--- config.mk ---
export PLATFORM = sky130hd
export DESIGN_NAME = led_lamp_brightness_controller
export DESIGN_NICKNAME = d
export VERILOG_FILES = /design/src/rtl/llbc_pkg.sv /design/src/rtl/llbc_ctrl.sv /design/src/rtl/llbc_datapath.sv /design/src/rtl/led_lamp_brightness_controller.sv
export SDC_FILE = /design/constraint.sdc
export NUM_CORES = 1
export LEC_CHECK = 0
export BUFFER_PORTS_ARGS = -buffer_cell sky130_fd_sc_hd__clkbuf_2
export CAP_MARGIN = 0
export CORE_UTILIZATION = 55
export DETAILED_ROUTE_END_ITERATION = 16
export PLACE_DENSITY = 0.77
export REMOVE_ABC_BUFFERS = 1
export SKIP_LAST_GASP = 1
export SLEW_MARGIN = 30
export SYNTH_ARGS = -nofsm -noshare
export SYNTH_HDL_FRONTEND = slang
export SYNTH_SLANG_ARGS = --single-unit
--- constraint.sdc ---
create_clock -name i_clk -period 3.21 [get_ports i_clk]
set_clock_uncertainty 0.15 [all_clocks]
set_input_delay 0.321 -clock i_clk [delete_from_list [all_inputs] [get_ports i_clk]]
set_output_delay 0.321 -clock i_clk [all_outputs]
set_load 0.02 [all_outputs]
--- src/rtl/llbc_pkg.sv ---
// shared types and constants of the lamp brightness controller
package llbc_pkg;

    // widths of the item fields
    localparam int LEVEL_W  = 7;
    localparam int MINUTE_W = 11;
    localparam int TEMP_W   = 12;
    localparam int LIGHT_W  = 11;
    localparam int CFG_IDX_W  = 3;
    localparam int CFG_DATA_W = 12;

    // light quotient divider
    localparam int QUO_W     = 15;
    localparam int DIV_STEPS = QUO_W;
    localparam int DIV_CNT_W = $clog2(DIV_STEPS);
    localparam logic [QUO_W-1:0] LIGHT_SCALE = 15'd20470;
    localparam logic [QUO_W-1:0] QUO_LOW     = 15'd3;

    // level and clock limits
    localparam logic [LEVEL_W-1:0]  LEVEL_MAX   = 7'd100;
    localparam logic [LEVEL_W-1:0]  RAMP_FLOOR  = 7'd5;
    localparam logic [LEVEL_W-1:0]  LEVEL_DIM   = 7'd10;
    localparam logic [LEVEL_W-1:0]  LEVEL_HALF  = 7'd50;
    localparam logic [LEVEL_W-1:0]  LEVEL_FULL  = 7'd99;
    localparam logic [MINUTE_W-1:0] LAST_MINUTE = 11'd1439;

    // register reset values
    localparam logic [LEVEL_W-1:0]  PEAK_RST    = 7'd100;
    localparam logic [MINUTE_W-1:0] MORNING_RST = 11'd480;
    localparam logic [MINUTE_W-1:0] MIDDAY_RST  = 11'd720;
    localparam logic [MINUTE_W-1:0] EVENING_RST = 11'd1080;
    localparam logic [MINUTE_W-1:0] NIGHT_RST   = 11'd1260;
    localparam logic [TEMP_W-1:0]   OTL_RST     = 12'd200;

    typedef enum logic [1:0] {
        CMD_STEP  = 2'd0,
        CMD_TICK  = 2'd1,
        CMD_SET   = 2'd2,
        CMD_WRITE = 2'd3
    } t_cmd;

    typedef enum logic [1:0] {
        MODE_NATURAL   = 2'd0,
        MODE_RAMP      = 2'd1,
        MODE_CIRCADIAN = 2'd2,
        MODE_MANUAL    = 2'd3
    } t_mode;

    typedef enum logic [CFG_IDX_W-1:0] {
        CFG_MODE    = 3'd0,
        CFG_PEAK    = 3'd1,
        CFG_MORNING = 3'd2,
        CFG_MIDDAY  = 3'd3,
        CFG_EVENING = 3'd4,
        CFG_NIGHT   = 3'd5,
        CFG_OTL     = 3'd6
    } t_cfg_idx;

    // controller to datapath
    typedef struct packed {
        logic load;
        logic div_step;
        logic update;
    } t_dp_cmd;

    // datapath to controller
    typedef struct packed {
        logic need_div;
    } t_dp_stat;

endpackage

--- src/rtl/llbc_ctrl.sv ---
// controller state machine: request handshake, divider sequencing, result handoff
module llbc_ctrl (
    input  logic                i_clk,
    input  logic                i_rst_n,
    input  logic                i_in_valid,
    output logic                o_in_ready,
    output logic                o_out_valid,
    input  logic                i_out_ready,
    input  llbc_pkg::t_dp_stat  i_stat,
    output llbc_pkg::t_dp_cmd   o_cmd
);

    typedef enum logic [2:0] {
        S_IDLE = 3'b001,
        S_DIV  = 3'b010,
        S_UPD  = 3'b100
    } t_state;

    t_state                             r_state, n_state;
    logic [llbc_pkg::DIV_CNT_W-1:0]     r_cnt, n_cnt;
    logic                               r_out_valid, n_out_valid;
    logic                               accept;
    logic                               out_free;

    assign o_in_ready  = (r_state == S_IDLE);
    assign o_out_valid = r_out_valid;
    assign accept      = i_in_valid && (r_state == S_IDLE);
    assign out_free    = !r_out_valid || i_out_ready;

    // next state and commands
    always_comb begin
        n_state         = r_state;
        n_cnt           = r_cnt;
        n_out_valid     = r_out_valid && !i_out_ready;
        o_cmd.load      = 1'b0;
        o_cmd.div_step  = 1'b0;
        o_cmd.update    = 1'b0;
        case (r_state)
            S_IDLE: begin
                if (accept) begin
                    o_cmd.load = 1'b1;
                    n_cnt      = '0;
                    n_state    = i_stat.need_div ? S_DIV : S_UPD;
                end
            end
            S_DIV: begin
                o_cmd.div_step = 1'b1;
                if (r_cnt == llbc_pkg::DIV_CNT_W'(llbc_pkg::DIV_STEPS - 1)) begin
                    n_state = S_UPD;
                end else begin
                    n_cnt = r_cnt + 1'b1;
                end
            end
            S_UPD: begin
                if (out_free) begin
                    o_cmd.update = 1'b1;
                    n_out_valid  = 1'b1;
                    n_state      = S_IDLE;
                end
            end
            default: begin
                n_state = S_IDLE;
            end
        endcase
    end

    // state registers
    always_ff @(posedge i_clk) begin
        if (!i_rst_n) begin
            r_state     <= S_IDLE;
            r_cnt       <= '0;
            r_out_valid <= 1'b0;
        end else begin
            r_state     <= n_state;
            r_cnt       <= n_cnt;
            r_out_valid <= n_out_valid;
        end
    end

    // a pending result is never overwritten
    a_no_overwrite: assert property (@(posedge i_clk) disable iff (!i_rst_n)
        o_cmd.update |-> (!r_out_valid || i_out_ready))
        else $error("result register overwritten");

    // the divider runs its full step count before the update
    a_div_done: assert property (@(posedge i_clk) disable iff (!i_rst_n)
        (r_state == S_DIV && r_cnt == llbc_pkg::DIV_CNT_W'(llbc_pkg::DIV_STEPS - 1))
        |=> (r_state == S_UPD))
        else $error("divider did not hand over to update");

    // a request always leads into processing
    a_load_next: assert property (@(posedge i_clk) disable iff (!i_rst_n)
        o_cmd.load |=> (r_state == S_DIV || r_state == S_UPD))
        else $error("request dropped after load");

    // a result only appears from an update
    a_valid_source: assert property (@(posedge i_clk) disable iff (!i_rst_n)
        $rose(r_out_valid) |-> $past(o_cmd.update))
        else $error("result valid without update");

endmodule

--- src/rtl/llbc_datapath.sv ---
// datapath: configuration, lamp state, light divider and result register
module llbc_datapath (
    input  logic                                i_clk,
    input  logic                                i_rst_n,
    input  llbc_pkg::t_dp_cmd                   i_cmd,
    output llbc_pkg::t_dp_stat                  o_stat,
    input  logic                                i_cfg_we,
    input  logic [llbc_pkg::CFG_IDX_W-1:0]      i_cfg_index,
    input  logic [llbc_pkg::CFG_DATA_W-1:0]     i_cfg_data,
    input  logic [1:0]                          i_item_cmd,
    input  logic [llbc_pkg::TEMP_W-1:0]         i_temperature,
    input  logic [llbc_pkg::LIGHT_W-1:0]        i_light_sample,
    input  logic [llbc_pkg::MINUTE_W-1:0]       i_time_value,
    input  logic [1:0]                          i_channel,
    input  logic [llbc_pkg::LEVEL_W-1:0]        i_level,
    output logic [llbc_pkg::LEVEL_W-1:0]        o_red_level,
    output logic [llbc_pkg::LEVEL_W-1:0]        o_green_level,
    output logic [llbc_pkg::LEVEL_W-1:0]        o_blue_level,
    output logic                                o_overheat,
    output logic [llbc_pkg::MINUTE_W-1:0]       o_minute_now
);

    localparam int LW = llbc_pkg::LEVEL_W;
    localparam int MW = llbc_pkg::MINUTE_W;
    localparam int QW = llbc_pkg::QUO_W;
    localparam int DW = llbc_pkg::LIGHT_W;

    // configuration registers
    llbc_pkg::t_mode                r_mode;
    logic [LW-1:0]                  r_peak;
    logic [MW-1:0]                  r_morning, r_midday, r_evening, r_night;
    logic [llbc_pkg::TEMP_W-1:0]    r_otl;

    // captured request
    llbc_pkg::t_cmd                 r_cmd;
    logic [llbc_pkg::TEMP_W-1:0]    r_temp;
    logic [DW-1:0]                  r_light;
    logic [MW-1:0]                  r_tval;
    logic [1:0]                     r_chan;
    logic [LW-1:0]                  r_lvl;

    // lamp state
    logic [LW-1:0]                  r_level [3];
    logic [LW-1:0]                  n_level [3];
    logic [2:0]                     r_rising, n_rising;
    logic                           r_hot, n_hot;
    logic [MW-1:0]                  r_minute, n_minute;

    // divider
    logic [DW-1:0]                  r_rem;
    logic [QW-1:0]                  r_quo;
    logic [DW:0]                    div_shift;
    logic                           div_ge;

    // result register
    logic [LW-1:0]                  r_o_red, r_o_green, r_o_blue;
    logic                           r_o_hot;
    logic [MW-1:0]                  r_o_minute;

    logic [LW-1:0]                  peak;
    logic [LW-1:0]                  ramp_level [3];
    logic [2:0]                     ramp_rising;
    logic [LW-1:0]                  nat_level;
    logic [LW-1:0]                  circ_level;
    logic [LW-1:0]                  man_level;
    logic                           hot_now;

    // divider need is decided on the live request fields
    assign o_stat.need_div = (llbc_pkg::t_cmd'(i_item_cmd) == llbc_pkg::CMD_STEP)
                             && !(i_temperature > r_otl)
                             && (r_mode == llbc_pkg::MODE_NATURAL)
                             && (i_light_sample != '0);

    // configuration writes
    always_ff @(posedge i_clk) begin
        if (!i_rst_n) begin
            r_mode    <= llbc_pkg::MODE_NATURAL;
            r_peak    <= llbc_pkg::PEAK_RST;
            r_morning <= llbc_pkg::MORNING_RST;
            r_midday  <= llbc_pkg::MIDDAY_RST;
            r_evening <= llbc_pkg::EVENING_RST;
            r_night   <= llbc_pkg::NIGHT_RST;
            r_otl     <= llbc_pkg::OTL_RST;
        end else if (i_cfg_we) begin
            case (llbc_pkg::t_cfg_idx'(i_cfg_index))
                llbc_pkg::CFG_MODE:    r_mode    <= llbc_pkg::t_mode'(i_cfg_data[1:0]);
                llbc_pkg::CFG_PEAK:    r_peak    <= i_cfg_data[LW-1:0];
                llbc_pkg::CFG_MORNING: r_morning <= i_cfg_data[MW-1:0];
                llbc_pkg::CFG_MIDDAY:  r_midday  <= i_cfg_data[MW-1:0];
                llbc_pkg::CFG_EVENING: r_evening <= i_cfg_data[MW-1:0];
                llbc_pkg::CFG_NIGHT:   r_night   <= i_cfg_data[MW-1:0];
                llbc_pkg::CFG_OTL:     r_otl     <= i_cfg_data;
                default: begin
                end
            endcase
        end
    end

    // request capture
    always_ff @(posedge i_clk) begin
        if (i_cmd.load) begin
            r_cmd   <= llbc_pkg::t_cmd'(i_item_cmd);
            r_temp  <= i_temperature;
            r_light <= i_light_sample;
            r_tval  <= i_time_value;
            r_chan  <= i_channel;
            r_lvl   <= i_level;
        end
    end

    // restoring divider, one quotient bit per cycle
    assign div_shift = {r_rem, r_quo[QW-1]};
    assign div_ge    = (div_shift >= {1'b0, r_light});

    always_ff @(posedge i_clk) begin
        if (i_cmd.load) begin
            r_rem <= '0;
            r_quo <= llbc_pkg::LIGHT_SCALE;
        end else if (i_cmd.div_step) begin
            r_rem <= div_ge ? DW'(div_shift - {1'b0, r_light}) : div_shift[DW-1:0];
            r_quo <= {r_quo[QW-2:0], div_ge};
        end
    end

    // natural level from the quotient
    always_comb begin
        if (r_light == '0 || r_quo <= llbc_pkg::QUO_LOW
                || r_quo > QW'(llbc_pkg::LEVEL_MAX)) begin
            nat_level = llbc_pkg::LEVEL_MAX;
        end else begin
            nat_level = r_quo[LW-1:0];
        end
    end

    // triangle ramp, one step per channel
    assign peak = (r_peak > llbc_pkg::LEVEL_MAX) ? llbc_pkg::LEVEL_MAX : r_peak;

    always_comb begin
        for (int i = 0; i < 3; i++) begin
            ramp_level[i]  = r_level[i];
            ramp_rising[i] = r_rising[i];
            if (r_rising[i]) begin
                if (r_level[i] >= peak) begin
                    ramp_rising[i] = 1'b0;
                end else begin
                    ramp_level[i] = r_level[i] + 1'b1;
                end
            end else begin
                if (r_level[i] <= llbc_pkg::RAMP_FLOOR) begin
                    ramp_rising[i] = 1'b1;
                end else begin
                    ramp_level[i] = r_level[i] - 1'b1;
                end
            end
        end
    end

    // circadian schedule
    always_comb begin
        if (r_minute < r_morning) begin
            circ_level = llbc_pkg::LEVEL_DIM;
        end else if (r_minute < r_midday) begin
            circ_level = llbc_pkg::LEVEL_HALF;
        end else if (r_minute < r_evening) begin
            circ_level = llbc_pkg::LEVEL_FULL;
        end else if (r_minute < r_night) begin
            circ_level = llbc_pkg::LEVEL_HALF;
        end else begin
            circ_level = llbc_pkg::LEVEL_DIM;
        end
    end

    assign man_level = (r_lvl > llbc_pkg::LEVEL_MAX) ? llbc_pkg::LEVEL_MAX : r_lvl;
    assign hot_now   = (r_temp > r_otl);

    // next lamp state
    always_comb begin
        n_level  = r_level;
        n_rising = r_rising;
        n_hot    = r_hot;
        n_minute = r_minute;
        case (r_cmd)
            llbc_pkg::CMD_STEP: begin
                n_hot = hot_now;
                if (hot_now || r_mode == llbc_pkg::MODE_RAMP) begin
                    n_level  = ramp_level;
                    n_rising = ramp_rising;
                end else if (r_mode == llbc_pkg::MODE_NATURAL) begin
                    for (int i = 0; i < 3; i++) n_level[i] = nat_level;
                end else if (r_mode == llbc_pkg::MODE_CIRCADIAN) begin
                    for (int i = 0; i < 3; i++) n_level[i] = circ_level;
                end
            end
            llbc_pkg::CMD_TICK: begin
                n_minute = (r_minute >= llbc_pkg::LAST_MINUTE) ? '0 : r_minute + 1'b1;
            end
            llbc_pkg::CMD_SET: begin
                n_minute = (r_tval > llbc_pkg::LAST_MINUTE) ? llbc_pkg::LAST_MINUTE : r_tval;
            end
            llbc_pkg::CMD_WRITE: begin
                for (int i = 0; i < 3; i++) begin
                    if (r_chan == 2'(i)) n_level[i] = man_level;
                end
            end
            default: begin
            end
        endcase
    end

    // lamp state registers
    always_ff @(posedge i_clk) begin
        if (!i_rst_n) begin
            for (int i = 0; i < 3; i++) r_level[i] <= llbc_pkg::LEVEL_FULL;
            r_rising <= 3'b111;
            r_hot    <= 1'b0;
            r_minute <= '0;
        end else if (i_cmd.update) begin
            r_level  <= n_level;
            r_rising <= n_rising;
            r_hot    <= n_hot;
            r_minute <= n_minute;
        end
    end

    // result register
    always_ff @(posedge i_clk) begin
        if (i_cmd.update) begin
            r_o_red    <= n_level[0];
            r_o_green  <= n_level[1];
            r_o_blue   <= n_level[2];
            r_o_hot    <= n_hot;
            r_o_minute <= n_minute;
        end
    end

    assign o_red_level   = r_o_red;
    assign o_green_level = r_o_green;
    assign o_blue_level  = r_o_blue;
    assign o_overheat    = r_o_hot;
    assign o_minute_now  = r_o_minute;

endmodule

--- src/rtl/led_lamp_brightness_controller.sv ---
// top level of the lamp brightness controller
// Usage:
// - request channel (i_in_valid / o_in_ready) carries one item: a control step
//   with temperature and light samples, a minute tick, a time set, or a manual
//   write of one channel level
// - result channel (o_out_valid / i_out_ready) returns one result per request:
//   the three channel levels, the overheat flag and the minute of day
// - config channel (i_cfg_valid / o_cfg_ready) writes one register per request
//   by index; it is always ready; write it only while the block is idle (unchecked)
// Flow:
// - a control step in natural mode with a nonzero light sample and a
//   temperature not above the limit runs the bit-serial light divider; the
//   update then writes the result, and only then is the next request taken
// - every other request goes from acceptance straight to the update, which
//   writes the result; no new request is taken before that update
// - the result sits in an output register; while the receiver stalls the
//   next request is still taken and worked on, and it waits for the register
// Reset: synchronous active low; levels go to 99, ramps rising, clock at
//   minute 0, overheat clear, registers to their defaults, no result pending
module led_lamp_brightness_controller (
    input  logic                                i_clk,
    input  logic                                i_rst_n,
    input  logic                                i_in_valid,
    output logic                                o_in_ready,
    input  logic [1:0]                          i_cmd,
    input  logic [llbc_pkg::TEMP_W-1:0]         i_temperature,
    input  logic [llbc_pkg::LIGHT_W-1:0]        i_light_sample,
    input  logic [llbc_pkg::MINUTE_W-1:0]       i_time_value,
    input  logic [1:0]                          i_channel,
    input  logic [llbc_pkg::LEVEL_W-1:0]        i_level,
    output logic                                o_out_valid,
    input  logic                                i_out_ready,
    output logic [llbc_pkg::LEVEL_W-1:0]        o_red_level,
    output logic [llbc_pkg::LEVEL_W-1:0]        o_green_level,
    output logic [llbc_pkg::LEVEL_W-1:0]        o_blue_level,
    output logic                                o_overheat,
    output logic [llbc_pkg::MINUTE_W-1:0]       o_minute_now,
    input  logic                                i_cfg_valid,
    output logic                                o_cfg_ready,
    input  logic [llbc_pkg::CFG_IDX_W-1:0]      i_cfg_index,
    input  logic [llbc_pkg::CFG_DATA_W-1:0]     i_cfg_data
);

    llbc_pkg::t_dp_cmd  dp_cmd;
    llbc_pkg::t_dp_stat dp_stat;

    // config port takes a request every cycle
    assign o_cfg_ready = 1'b1;

    llbc_ctrl u_ctrl (
        .i_clk       (i_clk),
        .i_rst_n     (i_rst_n),
        .i_in_valid  (i_in_valid),
        .o_in_ready  (o_in_ready),
        .o_out_valid (o_out_valid),
        .i_out_ready (i_out_ready),
        .i_stat      (dp_stat),
        .o_cmd       (dp_cmd)
    );

    llbc_datapath u_datapath (
        .i_clk          (i_clk),
        .i_rst_n        (i_rst_n),
        .i_cmd          (dp_cmd),
        .o_stat         (dp_stat),
        .i_cfg_we       (i_cfg_valid),
        .i_cfg_index    (i_cfg_index),
        .i_cfg_data     (i_cfg_data),
        .i_item_cmd     (i_cmd),
        .i_temperature  (i_temperature),
        .i_light_sample (i_light_sample),
        .i_time_value   (i_time_value),
        .i_channel      (i_channel),
        .i_level        (i_level),
        .o_red_level    (o_red_level),
        .o_green_level  (o_green_level),
        .o_blue_level   (o_blue_level),
        .o_overheat     (o_overheat),
        .o_minute_now   (o_minute_now)
    );

endmodule
Word level (Yosys, flattened, before mapping)
Cells that the tools add are included.
Operators by class
  add/subtract/negate cells: 9
  $mul: 0
  divide/modulo/power cells: 0
  magnitude comparators: 19
  eq/ne operators: 21
  shift operators: 0
  muxes and demuxes: 52
  bitwise logic cells: 0
  reductions and logical operators: 30
Operator list (number)
  $mux W7: 18
  $mux W21: 3
  $lt A11 B11 Y1: 4
  $pmux W21 S2: 1
  $mux W11: 3
  $gt A12 B12 Y1: 2
  $pmux W11 S2: 1
  $add A7 B1 Y7 const B: 3
  $ge A7 B7 Y1: 3
  $le A7 B3 Y1 const B: 3
  $sub A7 B1 Y7 const B: 3
  $mux W1: 17
  $gt A15 B7 Y1 const B: 1
  $le A15 B2 Y1 const B: 1
  $gt A7 B7 Y1 const B: 2
  $reduce_and A2 Y1: 7
  $eq A3 B3 Y1 const B: 4
  $ge A12 B11 Y1: 1
  $mux W3: 4
  $add A11 B1 Y11 const B: 1
  $ge A11 B11 Y1 const B: 1
  $gt A11 B11 Y1 const B: 1
  $logic_not A11 Y1: 1
  $reduce_bool A11 Y1: 1
  20 further kinds: 45
Word-level totals
  bits in registers: 213
  bits in latches: 0
  RAM bits: 0
  ROM bits: 0
  input port bits: 65
  output and inout port bits: 36
  logic and storage cells: 160
  memories kept: 0

Logic depth before layout (Yosys ltp)
Gate-level depths: netlist of run 1.
  depth after elaboration: 9
  depth in mapped cells: 13

Cells and area by module
A second synthesis of run 1 with hierarchy kept.
Second synthesis, totals
  cells, all modules: 1431
  area total of the unflattened synthesis: 12771.0 um^2
By module, submodules not included
  llbc_datapath: times used 1, cells an instance 1383, area an instance 12329.3 um^2
  llbc_ctrl: times used 1, cells an instance 46, area an instance 430.4 um^2
  led_lamp_brightness_controller: times used 1, cells an instance 2, area an instance 11.3 um^2

Worst setup path before layout of run 1
Ideal clock, no wire load.
  kind: reg2reg
  start: register u_datapath.r_peak[5]
  end: register u_datapath.r_o_green[1] (netlist: u_datapath.o_green_level[1]), data pin
  arrival time: 2.563 ns
  slack: 0.228 ns
  stages on the path, launching flop included: 14
  cell sequence: dfxtp_1 buf_4 nand2_1 a21oi_1 nor2_1 ha_1 a21oi_1 o21ai_0 a2111oi_4 nor2_1 a221oi_1 o22ai_1 nor3_1 a211oi_1
RTL lines
  from (decl): RTL line llbc_datapath.sv:30  | logic [LW-1:0] r_peak;
  from (signal assigned): RTL line llbc_datapath.sv:78  | r_peak <= llbc_pkg::PEAK_RST;
  from (signal assigned): RTL line llbc_datapath.sv:87  | llbc_pkg::CFG_PEAK: r_peak <= i_cfg_data[LW-1:0];
  to (signal assigned): RTL line llbc_datapath.sv:229  | r_o_green <= n_level[1];
  to (decl): RTL line llbc_datapath.sv:56  | logic [LW-1:0] r_o_red, r_o_green, r_o_blue;

==> run metrics, run 1 <==
Post-Place Worst Slack -0.02950 ns; share of total power in sequential cells ~44%; Max-Cap Viols 0; Final #Nets approximately 1800; port buffer count about 100; die area between 0.02 and 0.025 mm2; largest net degree at the start of global routing 50; dpl hpwl 25510 um; outcome finished clean; Detail Route Antenna Nets 0; WS Path Type reg -> reg; clock net sink count about 210; Antenna Cells 0; CTS tree built; Die Y around 150 um; Rel. slew slack a little under a third; Critical-path top delay cell a2111oi_4; met1 Use GR 41.33%; Setup TNS 0 ns; Fmax approximately 320 MHz; Area Growth Syn to Fin 20.26%; Clock Tree Buf Depth 3; hold crit path type in -> reg; clock buffer count from CTS 25; site row count 55; clk_lat worst skew 0.53 ns; Max VDD drop 0.3900 mV; fin crit period just over 3 ns; share of flip-flops with an asynchronous set or reset 0%; synthesized area roughly 0.013 mm2; Worst Path Required between 3 and 4 ns; Finished Core Util between 60% and 70%; GRT Util Overall approximately a third; Power Dens Cells about 450 mW/mm2; Clock power frac between 40% and 50%; Via Count ~12000; CP Cell Sequence o21ai_0 > a21oi_2 > nor2_2 > ha_1 > a21oi_1 > o21ai_1 > a2111oi_4 > buf_4 > a21oi_1 > nand2_1 > a21oi_1 > a211o_1 > a2bb2oi_1; Hold Crit Depth 3; switching pwr 0.001811 W; final worst setup slack ~0.12 ns; Reg2Reg Launch Point u_datapath.r_peak[2]; layer with the highest usage met2; M2 GR Usage between 50% and 60%; DRT Wirelength 37640 um; P_int between 0.005 and 0.006 W; drt wl/cell about 19 um; drt first-iter violations 910; Crit path max-delay family compound AO/OA/AOI/OAI gates; nature of the critical path startpoint flip-flop; Syn Area/Cell between 8 and 9 um2; Worst Reg-to-Reg Cells 13; EDFF count, synth 78; CP max FO 5; gr ovfl total 0; initial core utilization between 50% and 60%; hold path startpoint i_out_ready; Hold WS about 0.0080 ns; RSZ-0062 raised after global routing true; dominant synthesized flop cell dfxtp_1; drt pass-1 iters 6; Worst R2R End u_datapath.o_blue_level[5]; combinational power share between 10% and 20%; fin crit share about 96%; Clock transition at path regs 0.06 ns; Synth warnings 0; met3 usage under 10%; gpl congestion about 0.94; fillcell total between 1500 and 2000; minimum setup slack among reg-to-reg paths ~0.12 ns; crit-path most repeated cell a21oi_1; Max stage delay on crit path roughly 0.52 ns; CP arrival ~3.3 ns; Cells after Synth roughly 1500; initial antenna violation count 0; first-pass GRT wire length ~60000 um; register area share after synthesis around 40%; synth unique cells 87; crit end category flip-flop; core area ~0.023 mm2; CTS root buffer clkbuf_16; H-tree depth 1; Pwr Total 0.006837 W; Leakage Power roughly 6.4 nW; die width roughly 150 um; Final Setup Violations 0; vias in the first global route roughly 12000; switching part of the total 26.49%; #FFs+latches synth roughly 210; hold worst-path end u_ctrl.o_out_valid; DR vias/cell roughly 6.2; Slew Viols, Final 0; layout cell share with drive strength beyond 1 between 15 and 20%; Bufs and invs on worst path 1; IO Pins ~100; measured slew at the worst slew-check pin ~1.0 ns; final hold vios 0; DRC Markers 0
==> worst max path at each step <==
stage	from	to	slack [ns]	cells after the start
2_1_floorplan	u_ctrl.r_state[0]	u_ctrl.r_cnt[1]	0.05	6
3_3_place_gp	u_datapath.r_peak[0]	u_datapath.o_red_level[3]	0.06	12
3_5_place_dp	u_datapath.r_peak[0]	u_datapath.o_red_level[3]	-0.03	12
4_1_cts	u_datapath.r_peak[0]	u_datapath.o_green_level[1]	0.02	13
5_1_grt	u_datapath.r_peak[2]	u_datapath.o_green_level[1]	-0.08	13
6_report	u_datapath.r_peak[2]	u_datapath.o_blue_level[5]	0.12	13
==> per-layer routing <==
layer,part of all wire [%],up-vias,wire length (um)
li1,-,5747,-
met1,42,5755,15750
met2,47,567,17750
met3,8.0,95,3027
met4,2.9,0,1105
met5,0,-,0
==> kinds of logic (layout without fill, tap and decap cells) <==
group / after synthesis / after routing / share of synthesized area, %
mux: 21 / 21 / 1.697
buf+inv: 175 / 373 / 5.428
simple gates: 540 / 540 / 19.30
flops: 213 / 213 / 39.79
fa+ha+maj: 110 / 110 / 10.91
other cells: 1 / 1 / 0.02958
xor+xnor: 12 / 12 / 0.8290
compound gates: 422 / 422 / 22.01
==> stage by stage <==
step	instance area, um2	cells
2_1_floorplan	12390	1426
3_3_place_gp	13770	1876
3_5_place_dp	13770	1876
4_1_cts	15130	1975
5_1_grt	15250	1977
6_report	15250	1977
==> worst reg2reg max path, cell delays in order, from the launching register on <==
cell and delay [ns]:
dfxtp_1 0.37, o21ai_0 0.12, a21oi_2 0.21, nor2_2 0.09, ha_1 0.30, a21oi_1 0.12
o21ai_1 0.14, a2111oi_4 0.52, buf_4 0.20, a21oi_1 0.10, nand2_1 0.09, a21oi_1 0.07
a211o_1 0.31, a2bb2oi_1 0.17
==> state kept, by name, indices dropped and copies added (netlist names), 3 cells and up <==
signal and cells:
u_datapath.r_midday 11, u_datapath.r_tval 11, u_datapath.r_minute 11, u_datapath.r_night 11, u_ctrl.r_cnt 4, u_datapath.o_minute_now 11, u_datapath.o_green_level 7, u_datapath.r_rem 11
u_datapath.r_evening 11, u_ctrl.r_state 3, u_datapath.r_quo 15, u_datapath.r_rising 3, u_datapath.r_peak 7, u_datapath.r_light 11, u_datapath.r_lvl 7, u_datapath.r_level 21
u_datapath.r_morning 11, u_datapath.o_blue_level 7, u_datapath.r_otl 12, u_datapath.o_red_level 7, u_datapath.r_temp 12
==> cell usage in the layout, fill, tap and decap left out, types with 18 or more instances in the layout <==
master / Yosys / final
nor3_1: 30 / 26
clkbuf_16: 0 / 25
nor2b_1: 28 / 27
o211ai_1: 37 / 37
buf_4: 3 / 68
edfxtp_1: 78 / 78
dlygate4sd3_1: 0 / 51
a31oi_1: 18 / 18
clkbuf_2: 1 / 99
nand2_1: 265 / 265
inv_1: 106 / 104
ha_1: 109 / 109
a21oi_1: 137 / 135
dfxtp_1: 135 / 135
nor2_1: 91 / 89
o21ai_0: 90 / 82
nand3_1: 37 / 37
==> repair_timing <==
item / CTS / global route
pin swaps: 1 / 4
endpoints found under the hold margin: 64 / 0
gates cloned: 0 / 0
resized for setup: 0 / 27
setup buffers: 2 / 2
setup endpoints to repair: 1 / 33
hold buffers: 51 / 0
==> cells in the mapped netlist, drive strengths merged, types with 15 or more instances <==
library cell  instances  area, um2
buf                  18      97.59
nand2               265      994.7
clkbuf               50      188.9
nor4                 16      106.4
a31oi                19      125.1
nor2b                28      175.2
nor3                 32      170.2
nor2                 91      341.6
o21ai                95      475.5
inv                 106      397.9
ha                  109       1364
a21oi               137      685.7
mux2i                17      170.2
a211oi               19      152.6
o211ai               37      277.8
edfxtp               78       2342
dfxtp               135       2703
nand3                37      185.2
nand2b               15      93.84
==> cell type report <==
type	instances	area (um2)	area share (%)
clock buffers	32	681.9	4.472
clock inverters	14	148.9	0.9765
inverters	107	401.6	2.634
multi-input cells	1106	7057	46.28
flip-flops and latches	213	5045	33.09
well taps	285	356.6	2.339
repair buffers	220	1556	10.21
==> power groups by stage <==
stage / registers (W) / logic (W) / clock network (W)
after floorplan: 0.00303 / 0.000523 / 0
after global placement: 0.00303 / 0.000855 / 0
after detailed placement: 0.00303 / 0.000879 / 0
after global routing: 0.00299 / 0.00106 / 0.00301
after CTS: 0.00298 / 0.000938 / 0.00290
final: 0.00298 / 0.000977 / 0.00288
Note: power is estimated with default switching activity, not from simulation.
==> run 2: changes to the inputs <==
- SYNTH_HIERARCHICAL: not set -> 1
==> run 2 against run 1 <==
Net effect: core utilization fell by 0.78 points; critical path depth fell by 1; maximum frequency rose by 1.3%; flip-flop and latch count did not move; via count fell by 4.1%; critical endpoint is now u_ctrl/r_state[2].
==> run metrics, run 2 <==
Final Setup Violations 0 (unchanged); clk_lat worst skew 0.53 ns (about the same); RSZ-0062 raised after global routing false; IO Pins 101 (unchanged); H-tree depth 1 (unchanged); measured slew at the worst slew-check pin 0.9868 ns (-0.03918 ns); Fmax 327.8 MHz (+1.3%); Max VDD drop 0.5204 mV (+33%); Area contributors post-synth dfxtp_1 21%, edfxtp_1 18%, ha_1 11%, nand2_1 5.3%, a21oi_1 4.5%; commonest non-fill, non-tap cell in the layout nand2_1; Die Y 154.4 um (+0.36%); Worst Path Required 3.48 ns (+0.05 ns); Worst Reg-to-Reg Cells 12 (-1); synthesized area 0.01277 mm2 (+0.73%); Rel. slew slack 33.97% (+2.6 points); largest net degree at the start of global routing 61 (+22%); Worst setup endpoint u_ctrl/r_state[2]; fin crit share 95.05% (-1.2 points); clock net sink count 213 (unchanged); CTS tree built; vias in the first global route 11340 (-2.2%); Clock Tree Buf Depth 3 (unchanged); Largest Register u_datapath/r_level; #FFs+latches synth 213 (unchanged); Cells after Synth 1431 (-4.2%); dpl hpwl 25170 um (-1.3%); Syn Area/Cell 8.925 um2 (+5.2%); crit end category flip-flop; Adder-Cell Fraction of Synth Area 10.91% (about the same); Antenna Cells 0 (unchanged); clock buffer count from CTS 24 (-4.0%); minimum setup slack among reg-to-reg paths 0.17 ns (+0.05 ns); drt pass-1 iters 5 (-1); initial core utilization 56.24% (+0.24 points); CTS root buffer clkbuf_16; nature of the critical path startpoint input pin; largest area contributor in the netlist dfxtp_1; placed cell area 0.01375 mm2 (-0.12%); Reg2Reg Launch Point u_datapath/r_peak[0]; Detail Route Antenna Nets 0 (unchanged); combinational family with the most area after synthesis compound AO/OA/AOI/OAI gates; first-pass GRT wire length 57500 um (-3.1%); dominant synthesized flop cell dfxtp_1; WS Path Type in -> reg; Worst R2R End u_datapath/o_red_level[5]; XOR/XNOR Fraction of Synth Area 1.029% (+0.20 points); site row count 55 (unchanged); drt first-iter violations 920 (+1.1%); layout cell share with drive strength beyond 1 15.14% (about the same); hold crit path type in -> reg; register area share after synthesis 39.50% (-0.29 points); die width 154.4 um (+0.36%); Power Dens Cells 446.7 mW/mm2 (-0.39%); GRT Util Overall 30.25% (-1.1 points); EDFF count, synth 78 (unchanged); CP arrival 3.32 ns (about the same); outcome finished clean; share of flip-flops with an asynchronous set or reset 0% (unchanged); Synth warnings 6 (+6); Leakage Power 6.323 nW (-1.1%); initial antenna violation count 0 (unchanged); Yosys top cell area share 21.16% (-0.15 points); CP max FO 2 (-3); gpl congestion 0.9874 (+4.9%); Hold WS 0.02846 ns (+0.02043 ns); Layout Cell Area excl Fill 0.01512 mm2 (-0.85%); Post-synth top cells 181 x nand2_1, 135 x dfxtp_1, 114 x a21oi_1, 109 x ha_1, 100 x inv_1; final hold vios 0 (unchanged); Final #Nets 1775 (-4.0%); die area 0.02383 mm2 (+0.72%); core area 0.02271 mm2 (+0.30%); fin crit period 3.051 ns (-0.03980 ns); max reg flops 21 (unchanged); count leader, synth nand2_1; port buffer count 99 (unchanged); Clock transition at path regs 0.06 ns (about the same); fillcell total 1806 (-1.1%); Synth Area in Compound Gates 22.24% (+0.23 points); synth unique cells 101 (+16%); DR vias/cell 6.128 (-0.40%); DRC Markers 0 (unchanged); most frequent cells in the layout 181 x nand2_1, 133 x dfxtp_1, 113 x a21oi_1; mux cell area share after synthesis 2.929% (+1.2 points); biggest regs u_datapath/r_level: 21 flops, u_datapath/r_quo: 15 flops; Via Count 11660 (-4.1%); Worst setup startpoint i_temperature[1]; Area Growth Syn to Fin 18.37%; DRT Wirelength 36460 um (-3.1%); Max-Cap Viols 0 (unchanged); Slew Viols, Final 0 (unchanged); drt wl/cell 19.16 um (+0.66%); gr ovfl total 0 (unchanged); Synth Area in Simple Gates 18.10% (-1.2 points)
[run 2: changes by cell type after synthesis, moves of 6 or more]
cell,previous run,this run
a21o_1,10,22
a21oi_1,137,114
inv_1,106,100
mux2i_1,17,34
nand2_1,265,181
nand2b_1,15,21
nand4_1,12,18
o21ai_0,90,58
o21ai_1,5,33
o221ai_1,2,10
o31a_1,0,8
or2_2,2,10
[run 2: per-stage QoR]
stage | instances | TNS (ns) | setup slack [ns] | power (W) | util, %
global placement | 1801 | 0 | 0.1710 | 0.003964 | 60.56
floorplan | 1366 | -47.36 | -1.568 | 0.003610 | -
CTS | 1898 | 0 | 0.08671 | 0.006741 | 66.34
detailed placement | 1801 | 0 | 0.09586 | 0.003985 | 60.56
global route | 1903 | 0 | 0.01451 | 0.006990 | 66.57
finish | 1903 | 0 | 0.1591 | 0.006753 | 66.57
[run 2: worst max-delay path, cell delays in order]
cell and delay, ns:
dlygate4sd3_1 0.53, clkbuf_2 0.12, ha_1 0.31, nor2b_1 0.14
o21ai_0 0.19, nand2b_1 0.10, a21oi_1 0.16, nor3_1 0.09
a2111oi_1 0.54, o2111a_1 0.40, and2b_1 0.21, o2111a_1 0.22
[run 2: layout make-up]
cell class / instances / area (um2) / area share, %
Multi-Input combinational cell: 1050 / 7074 / 46.80
Sequential cell: 213 / 5047 / 33.39
Timing Repair Buffer: 208 / 1471 / 9.733
Clock buffer: 31 / 646.9 / 4.279
Inverter: 103 / 386.6 / 2.558
Tap cell: 285 / 356.6 / 2.359
Clock inverter: 13 / 133.9 / 0.8856
[run 2: power breakdown]
group / internal (W) / switching [W] / total (W)
logic: 0.000409 / 0.000629 / 0.00104
registers: 0.00292 / 0.0000707 / 0.00299
clock network: 0.00159 / 0.00114 / 0.00273
total: 0.00492 / 0.00184 / 0.00675
[run 2: routing by layer]
layer  track usage (%)  wire length [um]
met4             13.15              1332
met5                 0                 0
met2             51.75             17250
met3             4.959              2990
met1             37.73             14890
[run 2: cell families after synthesis]
logic type / count (synthesis)
and+or+nand+nor: 473
adders and majority gates: 111
DFF: 213
AOI/OAI and AO/OA: 413
other: 1
xor gates and xnor gates: 15
buffers and inverters: 168
muxes: 37
[run 2: how the worst min path moves through the flow]
stage | to | depth (start not counted) | slack (ns) | from
after floorplan | u_datapath/r_peak[2] | 1 | 0.23 | i_rst_n
after global placement | u_datapath/r_morning[0] | 2 | 0.29 | u_datapath/r_morning[0]
after detailed placement | u_datapath/r_night[9] | 2 | 0.30 | u_datapath/r_night[9]
after CTS | u_datapath/r_evening[0] | 3 | 0.005 | i_cfg_data[0]
after global routing | u_datapath/r_morning[3] | 3 | 0.006 | i_cfg_data[3]
final | u_datapath/r_evening[0] | 3 | 0.03 | i_cfg_data[0]
[run 2: timing repair]
action / 4_1_cts / 5_1_grt
hold endpoints to repair: 69 / 0
buffers inserted: 0 / 4
endpoints found under the setup margin: 0 / 15
hold buffers: 53 / 0
resized for setup: 0 / 6
